## src/rtl/core/kspe_pkg.sv

```systemverilog
// ---------------------------------------------------------------------------
// kspe_pkg
// Shared types, codes and saturation helpers for the segment profile evaluator.
// ---------------------------------------------------------------------------
package kspe_pkg;

  localparam int unsigned MAX_SEGMENTS_DEF = 8;
  localparam int unsigned QUEUE_DEPTH      = 2;

  // mode codes of an input item
  localparam logic [1:0] MODE_CLEAR  = 2'd0;
  localparam logic [1:0] MODE_APPEND = 2'd1;
  localparam logic [1:0] MODE_QUERY  = 2'd2;
  localparam logic [1:0] MODE_UNUSED = 2'd3;

  // status codes of a result
  localparam logic [1:0] STATUS_OK    = 2'd0;
  localparam logic [1:0] STATUS_FULL  = 2'd1;
  localparam logic [1:0] STATUS_EMPTY = 2'd2;

  typedef enum logic [1:0] {
    OP_CLEAR,
    OP_APPEND,
    OP_QUERY
  } op_t;

  typedef struct packed {
    logic [1:0]         mode;
    logic signed [23:0] seg_accel;
    logic [23:0]        seg_duration;
    logic [31:0]        query_time;
  } item_t;

  typedef struct packed {
    logic signed [23:0] accel_out;
    logic signed [31:0] velocity_out;
    logic [31:0]        altitude_out;
    logic [2:0]         segment_index;
    logic [1:0]         status;
  } result_t;

  // classified command between front and back
  typedef struct packed {
    op_t                op;
    logic signed [23:0] accel;
    logic [23:0]        duration;
    logic [31:0]        qtime;
  } cmd_t;

  function automatic logic [31:0] sat_u32(input logic [32:0] x);
    return x[32] ? 32'hFFFF_FFFF : x[31:0];
  endfunction

  function automatic logic signed [31:0] sat_s32(input logic signed [40:0] x);
    if ((x[40:31] == '0) || (x[40:31] == '1)) begin
      return x[31:0];
    end
    return {x[40], {31{~x[40]}}};
  endfunction

  function automatic logic signed [39:0] sat_s40(input logic signed [59:0] x);
    if ((x[59:39] == '0) || (x[59:39] == '1)) begin
      return x[39:0];
    end
    return {x[59], {39{~x[59]}}};
  endfunction

  // floor at zero, saturate at all ones
  function automatic logic [31:0] clamp_alt(input logic signed [59:0] x);
    if (x[59]) begin
      return 32'd0;
    end
    if (|x[58:32]) begin
      return 32'hFFFF_FFFF;
    end
    return x[31:0];
  endfunction

endpackage

```

## src/rtl/core/kspe_front.sv

```systemverilog
// ---------------------------------------------------------------------------
// kspe_front
// Input stage: holds one item, decodes its mode and passes commands on.
// ---------------------------------------------------------------------------
module kspe_front (
  input  logic           clk,
  input  logic           rst,
  input  logic           push,
  output logic           full,
  input  kspe_pkg::item_t item,
  output logic           q_push,
  input  logic           q_full,
  output kspe_pkg::cmd_t q_data
);

  logic           hold_valid;
  kspe_pkg::item_t hold;
  logic           accept;
  logic           drain;

  assign full   = hold_valid && q_full;
  assign accept = push && !full;
  assign drain  = hold_valid && !q_full;

  // drop unused mode codes, forward the rest
  assign q_push = drain && (hold.mode != kspe_pkg::MODE_UNUSED);

  always_comb begin
    q_data          = '0;
    q_data.accel    = hold.seg_accel;
    q_data.duration = hold.seg_duration;
    q_data.qtime    = hold.query_time;
    unique case (hold.mode)
      kspe_pkg::MODE_CLEAR:  q_data.op = kspe_pkg::OP_CLEAR;
      kspe_pkg::MODE_APPEND: q_data.op = kspe_pkg::OP_APPEND;
      kspe_pkg::MODE_QUERY:  q_data.op = kspe_pkg::OP_QUERY;
      default:               q_data.op = kspe_pkg::OP_CLEAR;
    endcase
  end

  // hold the item until the queue has room
  always_ff @(posedge clk) begin
    if (rst) begin
      hold_valid <= 1'b0;
    end else begin
      hold_valid <= (hold_valid && q_full) || accept;
    end
    if (accept) begin
      hold <= item;
    end
  end

endmodule

```

## config.mk

```make
export PLATFORM = sky130hd
export DESIGN_NAME = kspe_front
export DESIGN_NICKNAME = d
export VERILOG_FILES = /design/src/rtl/core/kspe_pkg.sv /design/src/rtl/core/kspe_front.sv
export SDC_FILE = /design/constraint.sdc
export NUM_CORES = 1
export LEC_CHECK = 0
export BUFFER_PORTS_ARGS = -buffer_cell sky130_fd_sc_hd__buf_2
export CAP_MARGIN = 30
export CORE_MARGIN = 2
export CORE_UTILIZATION = 35
export CTS_CLUSTER_SIZE = 25
export DETAILED_ROUTE_END_ITERATION = 7
export GPL_TIMING_DRIVEN = 0
export HOLD_SLACK_MARGIN = 0.02
export PLACE_DENSITY = 0.77
export SLEW_MARGIN = 0
export SYNTH_ARGS = -nofsm -noshare
export SYNTH_HDL_FRONTEND = slang
export SYNTH_SLANG_ARGS = --single-unit
export TNS_END_PERCENT = 100
```

## constraint.sdc

```tcl
create_clock -name clk -period 8.6 [get_ports clk]
set_input_delay 1.72 -clock clk [delete_from_list [all_inputs] [get_ports clk]]
set_output_delay 1.72 -clock clk [all_outputs]
set_load 0.05 [all_outputs]
```

After elaboration in Yosys (flattened, before gate mapping)
Index checks and enable logic that the tools add are counted.
{ "totals": {"reg_bits": 83, "latch_bits": 0, "mem_bits_rw": 0, "romBits": 0, "inputBits": 86, "out_inout_bits": 84, "word_cells": 16, "mem_count": 0} }
{ "classes": {"n_addsub": 0, "multipliers": 0, "div": 0, "n_lt_le_gt_ge": 0, "n_eq_ne": 3, "shift": 0, "n_mux": 1, "n_bitwise": 0, "n_reduce_logical": 7} }
{ "op_table": {"columns": ["operator", "count"], "rows": [
  ["logical AND 1 bit", 4],
  ["case mux 2 bit (2 select lines)", 1],
  ["equality test 2 x 1 -> 1 bit (second input constant)", 1],
  ["equality test 2 bit (second input constant)", 1],
  ["logical NOT 1 bit", 2],
  ["inequality test 2 bit (second input constant)", 1],
  ["logical OR 1 bit", 1]
]} }

Logic depth before layout (Yosys ltp)
{ "logic_depth": {"depth_word": 4, "ltp_mapped": 2, "mapped_depth_nobuf": 2} }

Worst setup path after synthesis
No wires, ideal clock.
{ "synth_timing": {"kind": "input to register", "startpoint": "input q_full", "endpoint": "register hold[80] (netlist name), enable pin", "setup_ps": 458, "arrival_time_ps": 4042, "required_time_ps": 8142, "path_slack_ps": 4100, "cell_stages": 2, "path_buffers": 0, "path_cell_list": "and2_4 -> nor2b_2"} }
{ "synth_between": {"elab_chain_cells": 3} }
{ "synth_lines": {"columns": ["item", "line_no", "source"], "rows": [
  ["from (decl)", "kspe_front.sv:12", "input logic q_full,"],
  ["logical AND 1 bit", "kspe_front.sv:21", "assign full = hold_valid && q_full;"],
  ["logical NOT 1 bit", "kspe_front.sv:22", "assign accept = push && !full;"],
  ["logical AND 1 bit", "kspe_front.sv:22", null],
  ["named net accept", "kspe_front.sv:18", "logic accept;"],
  ["to (signal assigned)", "kspe_front.sv:49", "hold <= item;"],
  ["to (decl)", "kspe_front.sv:17", "kspe_pkg::item_t hold;"]
]} }
The timed path passes the listed nets, and every way through them passes these cells.
A chain may end at the register's enable or synchronous reset.

Worst setup path in the final report
{ "layout_timing": {"startpoint": "input q_full", "endpoint": "output q_push"} }
{ "layout_between": {"elab_chain_cells": 3} }
{ "layout_lines": {"columns": ["item", "line_no", "source"], "rows": [
  ["logical NOT 1 bit", "kspe_front.sv:23", "assign drain = hold_valid && !q_full;"],
  ["logical AND 1 bit", "kspe_front.sv:23", null],
  ["logical AND 1 bit", "kspe_front.sv:26", "assign q_push = drain && (hold.mode != kspe_pkg::MODE_UNUSED);"],
  ["to (decl)", "kspe_front.sv:11", "output logic q_push,"]
]} }
Every way passes these cells.

==> impl_metrics.json <==
{
  "outcome": "complete, no violations",
  "fin_crit_sh": 0.467,
  "cts_setup_buffers": 0,
  "clk_pin_slew_ns": 0.08,
  "timing.critical_path.buf_inv": 2,
  "overflow": 0,
  "power_mw": 0.939,
  "num_vias": 1869,
  "antenna_cells": 0,
  "critPathLaunchType": "input port",
  "area_growth_pct": 40.7,
  "ys_warn_count": 0,
  "wl_mm": 5.67,
  "initial_core_util": 0.360,
  "final_cells": 467,
  "htreeDepth": 3,
  "whs_ns": 0.546,
  "die_area_um2": 9740,
  "multi_input_area_um2": 56.3,
  "grt_first_pass_wirelength_mm": 8.78,
  "cts_buffers": 9,
  "dr.pass1.iters": 4,
  "worstPathMaxFanout": 3,
  "synth-main-ff-cell": "edfxtp_1",
  "hpwlAfterDp_mm": 4.46,
  "min_path_type": "reg2reg",
  "cts-hold-fix-buffers": 0,
  "max_stage_delay_ns": 0.28,
  "coreArea_um2": 8720,
  "clock_latency_ns": 0.34,
  "vdd_ir_drop_max_mv": 0.110,
  "routedWlPerCell_um": 12.1,
  "grt_antenna_before_repair": 0,
  "cts_tree": "built",
  "synth-edff-count": 82,
  "synth.avg_cell_area_um2": 18.4,
  "finalCriticalPeriod_ns": 4.02,
  "crit_top_cell": "buf_2",
  "crit_chain": "buf_2, a211oi_2, buf_2",
  "viasPerCell": 4.00,
  "worst_pin_slew_ns": 0.665,
  "grt_usage": 0.117,
  "fill_cells": 766,
  "rsz0062_at_grt": "false",
  "slowest_stage": "buf_2",
  "crit_path_end_kind": "primary output",
  "route.detailed.drc": 0,
  "cts_resized": 0,
  "synth_cell_types": 10,
  "place_inst": 451,
  "yosysMostFrequentCell": "edfxtp_1",
  "gp_congestion": 0.684,
  "cts_sinks": 83,
  "worstPathArrival_ns": 2.30,
  "ioPinCount": 170,
  "syn-num-nets": 257,
  "cts_root_buf": "clkbuf_8",
  "rows": 34,
  "skew_ns": 0.00806,
  "syn_inst": 171,
  "synthArstFlopShare": 0,
  "maxSlewHeadroom": 0.556,
  "syn_area_um2": 3140,
  "regArea_um2": 2480,
  "synth_top_cell_by_area": "edfxtp_1",
  "synth_top_area_share": 0.785,
  "port_buffers": 169,
  "p_per_area_nw_per_um2": 213,
  "seq_area_frac_synth": 0.791,
  "p_leak_nw": 2.01,
  "final.setup.tns_ns": 0,
  "ys_top_cells_by_area": "edfxtp_1 (78%), buf_4 (19%), dfxtp_1 (0.64%)",
  "setup_viol": 0,
  "grt_max_degree": 24,
  "grt_pass1_vias": 1903,
  "finalHoldViolations": 0,
  "ys_ff_latch": 83,
  "cts_buffer_depth": 2,
  "drive_gt1_frac": 0.747,
  "path_delay_family": "buffers and inverters",
  "report.final.slew_viol_count": 0,
  "die_h_um": 98.7,
  "timing.fmax_mhz": 249,
  "layout.nets": 440,
  "synthTopCellsByCount": "edfxtp_1 (82), buf_4 (80), nor2b_1 (2)",
  "drtIter0Drc": 42,
  "critPathKind": "in2out",
  "required_ns": 6.88,
  "cap_viol_max_count": 0,
  "die_width_um": 98.7,
  "drtAntennaViolNets": 0
}
through the flow:
step	utilization	instance area [µm²]	setup WS, ns
6_report	0.506	4420	4.58
5_1_grt	0.506	4420	4.54
4_1_cts	0.506	4420	4.58
3_5_place_dp	0.482	4210	4.58
3_3_place_gp	0.472	4120	3.33
2_1_floorplan	-	3140	4.10
cells by family (layout without fill, tap and decap cells):
family | count (synthesis) | count (layout) | synth area share
buffers and inverters | 81 | 269 | 0.193
AO/OA/AOI/OAI | 2 | 2 | 0.00558
AND/OR/NAND/NOR | 5 | 5 | 0.0108
flip-flops | 83 | 83 | 0.791
routing by layer:
layer | GRT usage | wire length (µm) | vias up
li1 | - | - | 887
met1 | 0.125 | 2060 | 878
met2 | 0.201 | 2950 | 97
met3 | 0.0582 | 580 | 7
met4 | 0.0411 | 68 | 0
met5 | 0 | 0 | -
sequential cells by signal (all words and copies together) (netlist names):
register,count
hold_valid,1
q_data,80
hold,2
worst reg2reg max path: cells and delay by family, from the launching register on:
family	cells	cell delay [ns]
buf+inv	2	0.43
flops	1	0.33
simple gates	2	0.71
cell type report:
class,count,area share
Inverter,1,0.000850
Buffer,80,0.136
Sequential cell,83,0.562
Tap cell,108,0.0306
Multi-Input combinational cell,7,0.0127
Clock buffer,12,0.0306
Timing Repair Buffer,172,0.210
Clock inverter,4,0.0170
worst paths after layout:
kind	start	end	slack (ns)	cells after the start
max	q_full	q_push	4.58	3
min reg2reg	hold_valid$_SDFF_PP0_	hold_valid$_SDFF_PP0_	0.55	2
min	hold_valid$_SDFF_PP0_	hold_valid$_SDFF_PP0_	0.55	2
max reg2reg	hold_valid$_SDFF_PP0_	q_data[53]$_DFFE_PP_	6.82	4
layout by cell type (no fill, tap or decap), drive strengths merged:
| master | instances |
|---|---|
| nor2b | 3 |
| clkbuf | 12 |
| dfxtp | 1 |
| edfxtp | 82 |
| and2 | 1 |
| a21oi | 1 |
| bufinv | 2 |
| a211oi | 1 |
| clkinvlp | 2 |
| nor2 | 1 |
| buf | 252 |
| inv | 1 |
where the power goes:
group	leakage, nW	internal [mW]	switching [mW]
logic	1.12	0.0579	0.108
clock network	0.0968	0.164	0.130
registers	0.802	0.472	0.00649
total	2.01	0.694	0.244
Note: power is estimated with default switching activity, not from simulation.
