<file path="config.mk">
export PLATFORM = sky130hd
export DESIGN_NAME = kspe_queue
export DESIGN_NICKNAME = d
export VERILOG_FILES = /design/src/rtl/core/kspe_pkg.sv /design/src/rtl/core/kspe_queue.sv
export SDC_FILE = /design/constraint.sdc
export NUM_CORES = 1
export LEC_CHECK = 0
export BUFFER_PORTS_ARGS = -buffer_cell sky130_fd_sc_hd__buf_4
export CORE_AREA = 2 2 131 101
export CTS_BUF_LIST = sky130_fd_sc_hd__clkbuf_8
export CTS_CLUSTER_SIZE = 8
export DETAILED_ROUTE_END_ITERATION = 8
export DIE_AREA = 0 0 133 103
export PLACE_DENSITY = 0.72
export SYNTH_ARGS = -nofsm -noshare
export SYNTH_HDL_FRONTEND = slang
export SYNTH_SLANG_ARGS = --single-unit
</file>
<file path="constraint.sdc">
create_clock -name clk -period 4.05 [get_ports clk]
set_clock_uncertainty 0.15 [all_clocks]
set_input_delay 0.81 -clock clk [delete_from_list [all_inputs] [get_ports clk]]
set_output_delay 0.81 -clock clk [all_outputs]
set_load 0.05 [all_outputs]
</file>
<file path="src/rtl/core/kspe_pkg.sv">
// ---------------------------------------------------------------------------
// kspe_pkg
// Shared types, codes and saturation helpers for the segment profile evaluator.
// ---------------------------------------------------------------------------
package kspe_pkg;

  localparam int unsigned MAX_SEGMENTS_DEF = 8;
  localparam int unsigned QUEUE_DEPTH      = 2;

  // mode codes of an input item
  localparam logic [1:0] MODE_CLEAR  = 2'd0;
  localparam logic [1:0] MODE_APPEND = 2'd1;
  localparam logic [1:0] MODE_QUERY  = 2'd2;
  localparam logic [1:0] MODE_UNUSED = 2'd3;

  // status codes of a result
  localparam logic [1:0] STATUS_OK    = 2'd0;
  localparam logic [1:0] STATUS_FULL  = 2'd1;
  localparam logic [1:0] STATUS_EMPTY = 2'd2;

  typedef enum logic [1:0] {
    OP_CLEAR,
    OP_APPEND,
    OP_QUERY
  } op_t;

  typedef struct packed {
    logic [1:0]         mode;
    logic signed [23:0] seg_accel;
    logic [23:0]        seg_duration;
    logic [31:0]        query_time;
  } item_t;

  typedef struct packed {
    logic signed [23:0] accel_out;
    logic signed [31:0] velocity_out;
    logic [31:0]        altitude_out;
    logic [2:0]         segment_index;
    logic [1:0]         status;
  } result_t;

  // classified command between front and back
  typedef struct packed {
    op_t                op;
    logic signed [23:0] accel;
    logic [23:0]        duration;
    logic [31:0]        qtime;
  } cmd_t;

  function automatic logic [31:0] sat_u32(input logic [32:0] x);
    return x[32] ? 32'hFFFF_FFFF : x[31:0];
  endfunction

  function automatic logic signed [31:0] sat_s32(input logic signed [40:0] x);
    if ((x[40:31] == '0) || (x[40:31] == '1)) begin
      return x[31:0];
    end
    return {x[40], {31{~x[40]}}};
  endfunction

  function automatic logic signed [39:0] sat_s40(input logic signed [59:0] x);
    if ((x[59:39] == '0) || (x[59:39] == '1)) begin
      return x[39:0];
    end
    return {x[59], {39{~x[59]}}};
  endfunction

  // floor at zero, saturate at all ones
  function automatic logic [31:0] clamp_alt(input logic signed [59:0] x);
    if (x[59]) begin
      return 32'd0;
    end
    if (|x[58:32]) begin
      return 32'hFFFF_FFFF;
    end
    return x[31:0];
  endfunction

endpackage

</file>
<file path="src/rtl/core/kspe_queue.sv">
// ---------------------------------------------------------------------------
// kspe_queue
// Short command queue that decouples the front from the back.
// ---------------------------------------------------------------------------
module kspe_queue (
  input  logic           clk,
  input  logic           rst,
  input  logic           wr,
  input  kspe_pkg::cmd_t wdata,
  output logic           full,
  input  logic           rd,
  output logic           valid,
  output kspe_pkg::cmd_t rdata
);

  localparam int unsigned DEPTH = kspe_pkg::QUEUE_DEPTH;
  localparam int unsigned PW    = (DEPTH > 1) ? $clog2(DEPTH) : 1;
  localparam int unsigned CW    = $clog2(DEPTH + 1);

  kspe_pkg::cmd_t mem [DEPTH];
  logic [PW-1:0]  wr_ptr;
  logic [PW-1:0]  rd_ptr;
  logic [CW-1:0]  cnt;
  logic           do_wr;
  logic           do_rd;

  assign full  = (cnt == CW'(DEPTH));
  assign valid = (cnt != '0);
  assign rdata = mem[rd_ptr];
  assign do_wr = wr && !full;
  assign do_rd = rd && valid;

  // advance pointers and occupancy
  always_ff @(posedge clk) begin
    if (rst) begin
      wr_ptr <= '0;
      rd_ptr <= '0;
      cnt    <= '0;
    end else begin
      if (do_wr) begin
        wr_ptr <= (wr_ptr == PW'(DEPTH - 1)) ? '0 : wr_ptr + PW'(1);
      end
      if (do_rd) begin
        rd_ptr <= (rd_ptr == PW'(DEPTH - 1)) ? '0 : rd_ptr + PW'(1);
      end
      if (do_wr && !do_rd) begin
        cnt <= cnt + CW'(1);
      end else if (do_rd && !do_wr) begin
        cnt <= cnt - CW'(1);
      end
    end
    if (do_wr) begin
      mem[wr_ptr] <= wdata;
    end
  end

endmodule

</file>
[After elaboration in Yosys (flattened, before gate mapping)]
Memories as Yosys holds them, arrays and structs flattened. A register that Yosys moved wholly into a read port is not among the register bits.
Cells that the tools add are included.
Word-level totals
  register bits after elaboration: 4
  memories kept: 1
  bits in writable memories: 164
  input port bits: 86
  latch bits: 0
  memory bits (read-only): 0
Operators by class
  multiplexer cells: 8
  reduce and logical (&&, ||, !) cells: 9
  shift operators: 0
  equal/unequal tests: 1
  div/mod/pow operators: 0
  add/subtract/negate cells: 4
  bitwise logic cells: 0
  magnitude comparators: 0
  multipliers: 0
Memories
  mem: words 2, width 82, rd ports 1, clocked after Yosys merged registers in 1, wr ports 1, RTL line kspe_queue.sv:20  | kspe_pkg::cmd_t mem [DEPTH];
Operators with widths (number)
  $mux 1: 6
  $logic_and 1x1->1: 4
  $mux 2: 2
  $reduce_bool 2->1: 2
  $logic_not 1->1: 3
  $add 1x1->1 const B: 2
  $add 2x1->2 const B: 1
  $eq 2x2->1 const B: 1
  $sub 2x1->2 const B: 1

[Depth between registers and ports, before layout]
Gate-level depths: netlist of the first run.
  word-level depth: 7
  mapped depth: 6

[Worst setup path before layout of the first run]
OpenSTA, ideal clock, no wires.
  path type: input -> register
  start point: input port wr
  end point: memory mem[1][0] (netlist bit) (enable)
  arrival: 2.908 ns
  data required time: 3.450 ns
  library setup time: 0.450 ns
  stages on the path: 3
  slack: 0.542 ns
  cells stage by stage: inv_1 nor2_1 and2_1
On the way
  longest elaborated chain between the ends: 3
Ends and longest elaborated chain
  start, declared: RTL line kspe_queue.sv:8  | input logic wr,
  $logic_and 1x1->1: RTL line kspe_queue.sv:30  | assign do_wr = wr && !full;
  $mux 1: RTL line kspe_queue.sv:52  | if (do_wr) begin
  $mux 1 (not written as such): RTL line kspe_queue.sv:53  | mem[wr_ptr] <= wdata;
  end, declared: RTL line kspe_queue.sv:20
No other way between the ends.

==> reports/qor.tcl, run 1 <==
set qor(grt_pass1_vias) 3227
set qor(synth.yosys.warnings) 0
set qor(detail-route-antenna-nets) 0
set qor(power.static_leakage_nw) 2.934
set qor(wl_per_cell_um) 17.26
set qor(critPathMaxStageDelay_ns) 0.79
set qor(post_synth_num_cell_types) 15
set qor(cell_internal_pwr_mw) 3.325
set qor(die_ar_mm2) 0.01370
set qor(post_synth_main_area_contributors) {edfxtp_1 80%, mux2_2 15%, dfxtp_1 1.6%, buf_4 0.98%, xor2_1 0.43%}
set qor(final_net_count) 549
set qor(ys.flop_type) {edfxtp_1}
set qor(cts_htree_levels) 4
set qor(drcViolationCount) 0
set qor(critical_path.slowest_cell) {dfxtp_4}
set qor(clock_insertion_delay_worst_skew_ns) 0.44
set qor(worst_setup_path_end_kind) {output port}
set qor(grt_max_degree) 55
set qor(hold_path_class) {flop to flop}
set qor(grt.total_usage_pct) 16.43
set qor(width_of_the_die_um) 133
set qor(floorplan.die.height_um) 103
set qor(detailed_placement_hpwl_mm) 7.164
set qor(grt_antenna_before_repair) 0
set qor(power_frac_seq_pct) 42.8
set qor(numClockSinks) 169
set qor(global_route.overflow_total) 0
set qor(critical_path_source_type) {flop}
set qor(path_buf_inv) 2
set qor(period_minus_slack_ns) 3.112
set qor(cts_resized) 0
set qor(place.port_buffers) 169
set qor(setup-tns-final_ns) 0
set qor(postLayoutCoreUtil_pct) 63.02
set qor(post_synth_most_frequent_cells) {164 x edfxtp_1, 82 x mux2_2, 8 x buf_4}
set qor(worstSetupPathType) {flop to output port}
set qor(synth_area_per_cell_um2) 21.90
set qor(cap_violations) 0
set qor(layout-drive-gt1-share_pct) 60.04
set qor(postSynthCellCount) 280
set qor(p_switching_mw) 2.093
set qor(post_synthesis_instance_area_mm2) 0.006133
set qor(rsz0062_at_grt) {false}
set qor(number_of_instances_in_the_placed_design) 614
set qor(peakVddDrop_mv) 0.4396
set qor(worst-slew-pin-transition_ns) 0.6597
set qor(power_frac_clock_pct) 17.5
set qor(worst_ep_arrival_time_ns) 2.15
set qor(route.vias.total) 3149
set qor(inserted_diodes) 0
set qor(buffer_depth_of_the_longest_clock_path) 2
set qor(firstDrtPassIters) 4
set qor(clock-root-buffer) {clkbuf_8}
set qor(synth_enable_flop_cells) 164
set qor(yosys.area.top_type) {edfxtp_1}
set qor(postSynthNetCount) 367
set qor(tritoncts) {built}
set qor(vias_per_cell) 4.890
set qor(run_status) {finished clean}
set qor(max_freq_mhz) 321.4
set qor(finalSetupViolCount) 0
set qor(syn_to_final_growth_pct) 29.13
set qor(stdcell_count) 644
set qor(postCtsSetupBuffers) 0
set qor(tritoncts.num_buffers) 17
set qor(postRouteWirelength_mm) 11.12
set qor(cts.reportedPaths.clkPinSlew_ns) 0.08
set qor(synth_sequential_area_ratio_pct) 81.93
set qor(fp.coreArea_mm2) 0.01257
set qor(final.setup.worst_slack_ns) 0.9382
set qor(path_max_fanout) 46
set qor(final-hold-violation-count) 0
set qor(crit_required_ns) 3.09
set qor(min_period_over_period_pct) 76.83
set qor(num_io_pins) 170
set qor(cts_hold_repair_buffers) 0
set qor(grt_first_pass_wirelength_mm) 16.26
set qor(timing_max_transition_violations_final) 0
set qor(maxSlewHeadroom_pct) 56.02
set qor(post-synth-top-count-cell) {edfxtp_1}
set qor(asyncSetResetFlopFracSynth_pct) 0
set qor(std_cell_rows) 36
set qor(starting_density_of_the_core_pct) 48.81
set qor(setup_slack_after_placement_ns) 1.381
set qor(switching_power_as_a_share_of_total_power_pct) 38.63
set qor(crit_chain) {buf_12 -> mux2_2 -> buf_4}
set qor(comb_power_share_pct) 39.7
set qor(initialDrtViolationCount) 172
set qor(synth_top_area_share_pct) 80.29
set qor(ys_seq_elements) 169
set qor(cp_top_family) {flip-flops}
set qor(cp.depth) 3
set qor(timing.reg2reg.worst_path_depth) 4
set qor(whs_path_depth) 2
set qor(place.gp.congestion) 0.6883
set qor(power-per-cell-area_mw_per_mm2) 684.1
## routing by layer
metal	track usage, %	wire (um)
met1	20.68	4780
met2	24.15	5066
met3	8.456	1108
met4	7.113	161
met5	0	0
## cells by family after synthesis
kind of cell | count (synthesis) | synth area share, %
xor gates and xnor gates | 3 | 0.4285
AOI/OAI and AO/OA | 5 | 0.4079
buffers and inverters | 11 | 1.183
adders and majority gates | 1 | 0.2040
muxes | 82 | 15.06
DFF | 169 | 81.93
and+or+nand+nor | 9 | 0.7956
## registers in the layout, indices dropped and copies added, names as in the netlist, named ones only
signal / cells
mem: 164
cnt: 2
rd_ptr: 1
wr_ptr: 1
## through the flow
stage	hold WS [ns]	area [um^2]	power, mW
2_1_floorplan	0.3016	6133	3.899
5_1_grt	0.3542	7920	5.641
4_1_cts	0.3558	7920	5.479
3_3_place_gp	0.3236	7619	4.506
6_report	0.3539	7920	5.418
3_5_place_dp	0.3392	7619	4.529
## cell type report
class | instances | area (um^2)
sequential | 169 | 5029
fill | 908 | 4647
timing repair buffer | 172 | 1329
multi-input combinational | 100 | 1039
clock buffer | 17 | 234.0
tap | 171 | 214.0
clock inverter | 13 | 67.56
inverter | 2 | 8.758
## worst min-delay path: stages, from the launching register on
cell     delay [ns]
dfxtp_1        0.33
xor2_1         0.08
nor2_1         0.07
## placed cells by master (no fill, tap or decap), types with 2 or more instances in the layout
master / count
buf_4: 169
edfxtp_1: 164
mux2_2: 82
clkbuf_8: 17
clkinv_2: 6
nor2_1: 4
dfxtp_1: 4
o21ai_0: 3
inv_1: 3
xor2_1: 3
clkinv_1: 3
buf_12: 3
or3_1: 2
a21oi_1: 2
clkinvlp_4: 2
## power groups by stage
stage	sequential [mW]	combinational, mW	clock, mW
floorplan	2.29	1.61	0
global placement	2.35	2.16	0
detailed placement	2.36	2.17	0
CTS	2.32	2.18	0.979
global route	2.35	2.25	1.04
finish	2.32	2.15	0.948
## worst paths after layout
check | from | endpoint | slack [ns]
setup reg to reg | cnt[0] | mem[0][78] | 1.87
setup / recovery | flop | rdata[12] | 0.94
hold / removal | rd_ptr | flop | 0.35
hold reg to reg | rd_ptr | flop | 0.35
Note: power is estimated with default switching activity, not from simulation.
==> run 2, diff against run 1 <==
--- a/config.mk
+++ b/config.mk
@@ -6,12 +6,12 @@
 export NUM_CORES = 1
 export LEC_CHECK = 0
 export BUFFER_PORTS_ARGS = -buffer_cell sky130_fd_sc_hd__buf_4
-export CORE_AREA = 2 2 131 101
+export CORE_AREA = 2 2 133 102
 export CTS_BUF_LIST = sky130_fd_sc_hd__clkbuf_8
 export CTS_CLUSTER_SIZE = 8
 export DETAILED_ROUTE_END_ITERATION = 8
-export DIE_AREA = 0 0 133 103
-export PLACE_DENSITY = 0.72
+export DIE_AREA = 0 0 135 104
+export PLACE_DENSITY = 0.74
 export SYNTH_ARGS = -nofsm -noshare
 export SYNTH_HDL_FRONTEND = slang
 export SYNTH_SLANG_ARGS = --single-unit
==> constraint.sdc (replaced) <==
create_clock -name clk -period 2.7 [get_ports clk]
set_clock_uncertainty 0.15 [all_clocks]
set_input_delay 0.54 -clock clk [delete_from_list [all_inputs] [get_ports clk]]
set_output_delay 0.54 -clock clk [all_outputs]
set_load 0.05 [all_outputs]
==> reports/qor.tcl, run 2 (same netlist as run 1, synthesis figures left out) <==
set qor(place.port_buffers) 169
set qor(run_status) {finished clean}
set qor(path_max_fanout) 49
set qor(hold_ws_ns) 0.1249
set qor(timing.reg2reg.worst_path_depth) 4
set qor(min_period_over_period_pct) 88.38
set qor(drcViolationCount) 0
set qor(firstDrtPassIters) 4
set qor(grt.total_usage_pct) 16.27
set qor(worst-r2r-setup-slack_ns) 0.75
set qor(tritoncts.num_buffers) 17
set qor(starting_density_of_the_core_pct) 47.95
set qor(total_power_mw) 8.268
set qor(setup_slack_after_placement_ns) 0.5784
set qor(detailed_placement_hpwl_mm) 7.303
set qor(min-delay-start) {wdata[53]}
set qor(period_minus_slack_ns) 2.386
set qor(vias_per_cell) 4.888
set qor(cts_resized) 0
set qor(finalSetupViolCount) 0
set qor(worst_ep_arrival_time_ns) 1.70
set qor(crit_required_ns) 2.01
set qor(inserted_diodes) 0
set qor(regMostFlops) {mem}
set qor(final_net_count) 552
set qor(maxSlewHeadroom_pct) 69.71
set qor(critical_path_source_type) {flop}
set qor(syn_to_final_growth_pct) 30.64
set qor(width_of_the_die_um) 135
set qor(rsz0062_at_grt) {false}
set qor(grt_pass1_vias) 3258
set qor(cts_hold_repair_buffers) 0
set qor(fillCellCount) 953
set qor(place.gp.congestion) 0.7237
set qor(initialDrtViolationCount) 181
set qor(power-per-cell-area_mw_per_mm2) 1032
set qor(final.setup.worst_slack_ns) 0.3137
set qor(critical_path.slowest_cell) {dfxtp_4}
set qor(stdcell_count) 649
set qor(final-hold-violation-count) 0
set qor(worstSetupPathType) {flop to output port}
set qor(grt_first_pass_wirelength_mm) 17.08
set qor(reg2reg_from) {cnt[0]}
set qor(route.vias.total) 3172
set qor(whs_path_depth) 1
set qor(number_of_instances_in_the_placed_design) 617
set qor(tritoncts) {built}
set qor(wl_per_cell_um) 17.20
set qor(cp_top_family) {buffers and inverters}
set qor(cts.reportedPaths.clkPinSlew_ns) 0.08
set qor(placed_cell_area_mm2) 0.007674
set qor(die_ar_mm2) 0.01404
set qor(grt_use_met3_pct) 6.676
set qor(global_route.overflow_total) 0
set qor(most_frequent_cells_in_the_layout) {170 x buf_4, 164 x edfxtp_1, 82 x mux2_2}
set qor(reg.largest.list) {mem x164, cnt x2}
set qor(setup-tns-final_ns) 0
set qor(most_frequent_standard_cell_in_the_layout_excluding_fill_and_tap_cells) {buf_4}
set qor(worst_setup_path_end_kind) {output port}
set qor(gr-usage-met1_pct) 21.48
set qor(final_cell_area_mm2) 0.008013
set qor(numClockSinks) 169
set qor(detail-route-antenna-nets) 0
set qor(layout-drive-gt1-share_pct) 61.09
set qor(clock-root-buffer) {clkbuf_8}
set qor(std_cell_rows) 36
set qor(cts_htree_levels) 4
set qor(whs_endpoint) {mem[0][53]}
set qor(floorplan.die.height_um) 104
set qor(peakVddDrop_mv) 0.7922
set qor(max_freq_mhz) 419.1
set qor(cap_violations) 0
set qor(num_io_pins) 170
set qor(worst_r2r_endpoint) {mem[0][64]}
set qor(timing_max_transition_violations_final) 0
set qor(postRouteWirelength_mm) 11.16
set qor(postLayoutCoreUtil_pct) 62.64
set qor(fp.coreArea_mm2) 0.01279
set qor(power.static_leakage_nw) 2.953
set qor(buffer_depth_of_the_longest_clock_path) 2
set qor(crit_chain) {buf_12 -> mux2_2 -> buf_4}
set qor(critPathMaxStageDelay_ns) 0.38
set qor(postCtsSetupBuffers) 0
set qor(largest_register_ffs) 164
set qor(path_buf_inv) 2
set qor(use_met2_pct) 24.44
set qor(hold_path_class) {primary input to flop}
set qor(gr-max-usage-layer) {met2}
set qor(grt_antenna_before_repair) 0
set qor(clock_insertion_delay_worst_skew_ns) 0.44
set qor(worst-slew-pin-transition_ns) 0.4544
set qor(grt_max_degree) 50
==> run 2: cell types whose count changed in the layout (fill, tap and decap cells not counted) <==
| cell | change |
|---|---|
| inv_6 | +1 |
| clkinvlp_4 | +3 |
| clkinv_2 | -3 |
| nor2b_4 | +1 |
| inv_1 | -2 |
| clkinv_1 | -1 |
| nor2b_2 | -1 |
| buf_4 | +1 |
| clkinv_4 | +4 |
| buf_12 | +2 |
==> run 2: power breakdown <==
part           internal [mW]  total, mW  switching [mW]  leakage [nW]
clock                  0.631       1.52           0.888         0.163
combinational           1.14       3.37            2.23          1.22
sequential              3.29       3.38          0.0906          1.57
==> run 2: layer usage <==
layer | wire [um] | share of wire (%) | vias to the layer above
li1 | - | - | 1474
met5 | 0 | 0 | -
met2 | 5139 | 46 | 133
met3 | 1085 | 9.7 | 13
met1 | 4801 | 43 | 1552
met4 | 136 | 1.2 | 0
==> run 2: worst max-delay path by stage <==
stage,slack [ns],endpoint,start,cells past startpoint
global placement,0.61,mem[0][81],wr,5
finish,0.31,rdata[68],flop,3
CTS,0.27,rdata[14],flop,3
floorplan,0.05,mem[0][0],cnt[1],3
global route,0.23,rdata[6],flop,3
detailed placement,0.58,mem[0][28],wr,5
==> run 2: layout make-up <==
| cell class | instances | area, um^2 | area share [%] |
|---|---|---|---|
| clock inverters | 15 | 105.1 | 1.312 |
| repair buffers | 175 | 1376 | 17.18 |
| multi-input cells | 100 | 1044 | 13.02 |
| inverters | 2 | 11.26 | 0.1405 |
| well taps | 171 | 214.0 | 2.670 |
| flip-flops and latches | 169 | 5029 | 62.76 |
| clock buffers | 17 | 234.0 | 2.920 |
==> run 3, diff against run 2 <==
==> config.mk (replaced) <==
export PLATFORM = sky130hd
export DESIGN_NAME = kspe_queue
export DESIGN_NICKNAME = d
export VERILOG_FILES = /design/src/rtl/core/kspe_pkg.sv /design/src/rtl/core/kspe_queue.sv
export SDC_FILE = /design/constraint.sdc
export NUM_CORES = 1
export LEC_CHECK = 0
export CORE_AREA = 2 2 131 101
export CTS_BUF_LIST = sky130_fd_sc_hd__clkbuf_8
export CTS_CLUSTER_SIZE = 8
export DETAILED_ROUTE_END_ITERATION = 8
export DIE_AREA = 0 0 133 103
export DONT_BUFFER_PORTS = 1
export MAX_ROUTING_LAYER = met4
export PLACE_DENSITY = 0.63
export SYNTH_ARGS = -nofsm -noshare
export SYNTH_HDL_FRONTEND = slang
export SYNTH_SLANG_ARGS = --single-unit
==> constraint.sdc (replaced) <==
create_clock -name clk -period 2 [get_ports clk]
set_clock_uncertainty 0.15 [all_clocks]
set_input_delay 0.4 -clock clk [delete_from_list [all_inputs] [get_ports clk]]
set_output_delay 0.4 -clock clk [all_outputs]
set_load 0.05 [all_outputs]
==> reports/qor.tcl, run 3 (same netlist as run 1, synthesis figures left out) <==
set qor(run_status) {finished with violations}
set qor(violated_checks) {setup timing}
set qor(setup-tns-final_ns) -10.55
set qor(grt_max_degree) 43
set qor(drcViolationCount) 0
set qor(syn_to_final_growth_pct) 25.72
set qor(wl_per_cell_um) 18.87
set qor(most_frequent_cells_in_the_layout) {164 x edfxtp_1, 83 x dlygate4sd3_1, 78 x mux2_2}
set qor(route.vias.total) 2847
set qor(number_of_instances_in_the_placed_design) 451
set qor(power_frac_clock_pct) 21.3
set qor(cts.reportedPaths.clkPinSlew_ns) 0.09
set qor(crit_chain) {buf_12 -> mux2_2}
set qor(clock_insertion_delay_worst_skew_ns) 0.44
set qor(power-per-cell-area_mw_per_mm2) 1393
set qor(num_io_pins) 170
set qor(finalSetupViolCount) 82
set qor(place.port_buffers) 0
set qor(peakVddDrop_mv) 1.108
set qor(global_route.overflow_total) 0
set qor(final.setup.worst_slack_ns) -0.1499
set qor(most_frequent_standard_cell_in_the_layout_excluding_fill_and_tap_cells) {edfxtp_1}
set qor(hold_ws_ns) 0.1087
set qor(reg.largest.list) {mem x164, cnt x2}
set qor(p_switching_mw) 4.207
set qor(timing_max_transition_violations_final) 0
set qor(total_power_mw) 10.74
set qor(numClockSinks) 169
set qor(cap_violations) 0
set qor(layout-drive-gt1-share_pct) 33.16
set qor(inserted_diodes) 0
set qor(worst_setup_path_end_kind) {output port}
set qor(tritoncts.num_buffers) 17
set qor(fillCellCount) 898
set qor(critical_path_source_type) {flop}
set qor(cp_top_family) {multiplexers}
set qor(tritoncts) {built}
set qor(final-hold-violation-count) 0
set qor(rsz0062_at_grt) {true}
set qor(critical_path.slowest_cell) {mux2_2}
set qor(final_cell_area_mm2) 0.007711
set qor(cell_internal_pwr_mw) 6.536
set qor(timing.reg2reg.worst_path_depth) 4
set qor(detail-route-antenna-nets) 0
set qor(grt_pass1_vias) 2992
set qor(fp.coreArea_mm2) 0.01257
set qor(hold_path_class) {primary input to flop}
set qor(vias_per_cell) 5.030
set qor(power_frac_seq_pct) 42.6
set qor(worst_ep_arrival_time_ns) 1.60
set qor(largest_register_ffs) 164
set qor(max_freq_mhz) 465.1
set qor(stdcell_count) 566
set qor(comb_power_share_pct) 36.1
set qor(critPathMaxStageDelay_ns) 0.50
set qor(crit_required_ns) 1.45
set qor(whs_path_depth) 3
set qor(grt_first_pass_wirelength_mm) 15.82
set qor(maxSlewHeadroom_pct) 75.43
set qor(std_cell_rows) 36
set qor(switching_power_as_a_share_of_total_power_pct) 39.16
set qor(power.static_leakage_nw) 2.562
set qor(cp.depth) 2
set qor(place.gp.congestion) 0.6901
set qor(grt.total_usage_pct) 16.50
set qor(initialDrtViolationCount) 131
set qor(detailed_placement_hpwl_mm) 6.385
set qor(buffer_depth_of_the_longest_clock_path) 2
set qor(clock-root-buffer) {clkbuf_8}
set qor(floorplan.die.height_um) 103
set qor(postLayoutCoreUtil_pct) 61.36
set qor(postRouteWirelength_mm) 10.68
set qor(worst-slew-pin-transition_ns) 0.3648
set qor(path_max_fanout) 40
set qor(placed_cell_area_mm2) 0.006472
set qor(final_net_count) 469
set qor(regMostFlops) {mem}
set qor(die_ar_mm2) 0.01370
set qor(min_period_over_period_pct) 107.5
set qor(path_buf_inv) 1
set qor(width_of_the_die_um) 133
set qor(firstDrtPassIters) 4
set qor(setup_slack_after_placement_ns) 0.2770
set qor(grt_antenna_before_repair) 0
set qor(period_minus_slack_ns) 2.150
set qor(cts_htree_levels) 4
set qor(worstSetupPathType) {flop to output port}
set qor(starting_density_of_the_core_pct) 48.81
[run 3: area by class of cell]
type | instances | area (um^2) | area share (%)
timing repair buffer | 92 | 1006 | 13.05
sequential | 169 | 5031 | 65.24
clock inverter | 15 | 151.4 | 1.963
multi-input combinational | 100 | 1064 | 13.79
inverter | 2 | 11.26 | 0.1460
clock buffer | 17 | 234.0 | 3.034
tap | 171 | 214.0 | 2.775
[run 3: final timing paths]
check	slack [ns]	endpoint	start
setup / recovery	-0.15	rdata[72]	flop
setup reg to reg	0.27	mem[0][54]	cnt[1]
hold / removal	0.11	wr_ptr	wr
hold reg to reg	0.37	cnt[1]	cnt[1]
[run 3: timing repair]
action	CTS	global route
endpoints found under the setup margin	82	82
gates cloned	0	0
pin swaps	0	0
hold buffers	83	0
endpoints found under the hold margin	169	0
resized for setup	3	2
setup buffers	0	0
[run 3: tightest hold or removal path: stages]
cell	delay, ns
inv_1	0.06
or3_4	0.14
a21oi_1	0.05
[run 3: per-layer routing]
layer | wire (um) | GRT usage (%) | vias to the layer above
met5 | 0 | - | -
met4 | 98 | 7.031 | 0
met3 | 891 | 6.785 | 8
met2 | 5204 | 25.43 | 118
met1 | 4487 | 19.43 | 1408
li1 | - | - | 1313
[run 3: power groups by stage]
stage               registers (mW)  logic (mW)  clock network [mW]
global placement              4.63        3.70                   0
global route                  4.62        4.03                2.49
detailed placement            4.65        3.72                   0
floorplan                     4.62        3.28                   0
CTS                           4.57        3.90                2.36
finish                        4.57        3.88                2.29
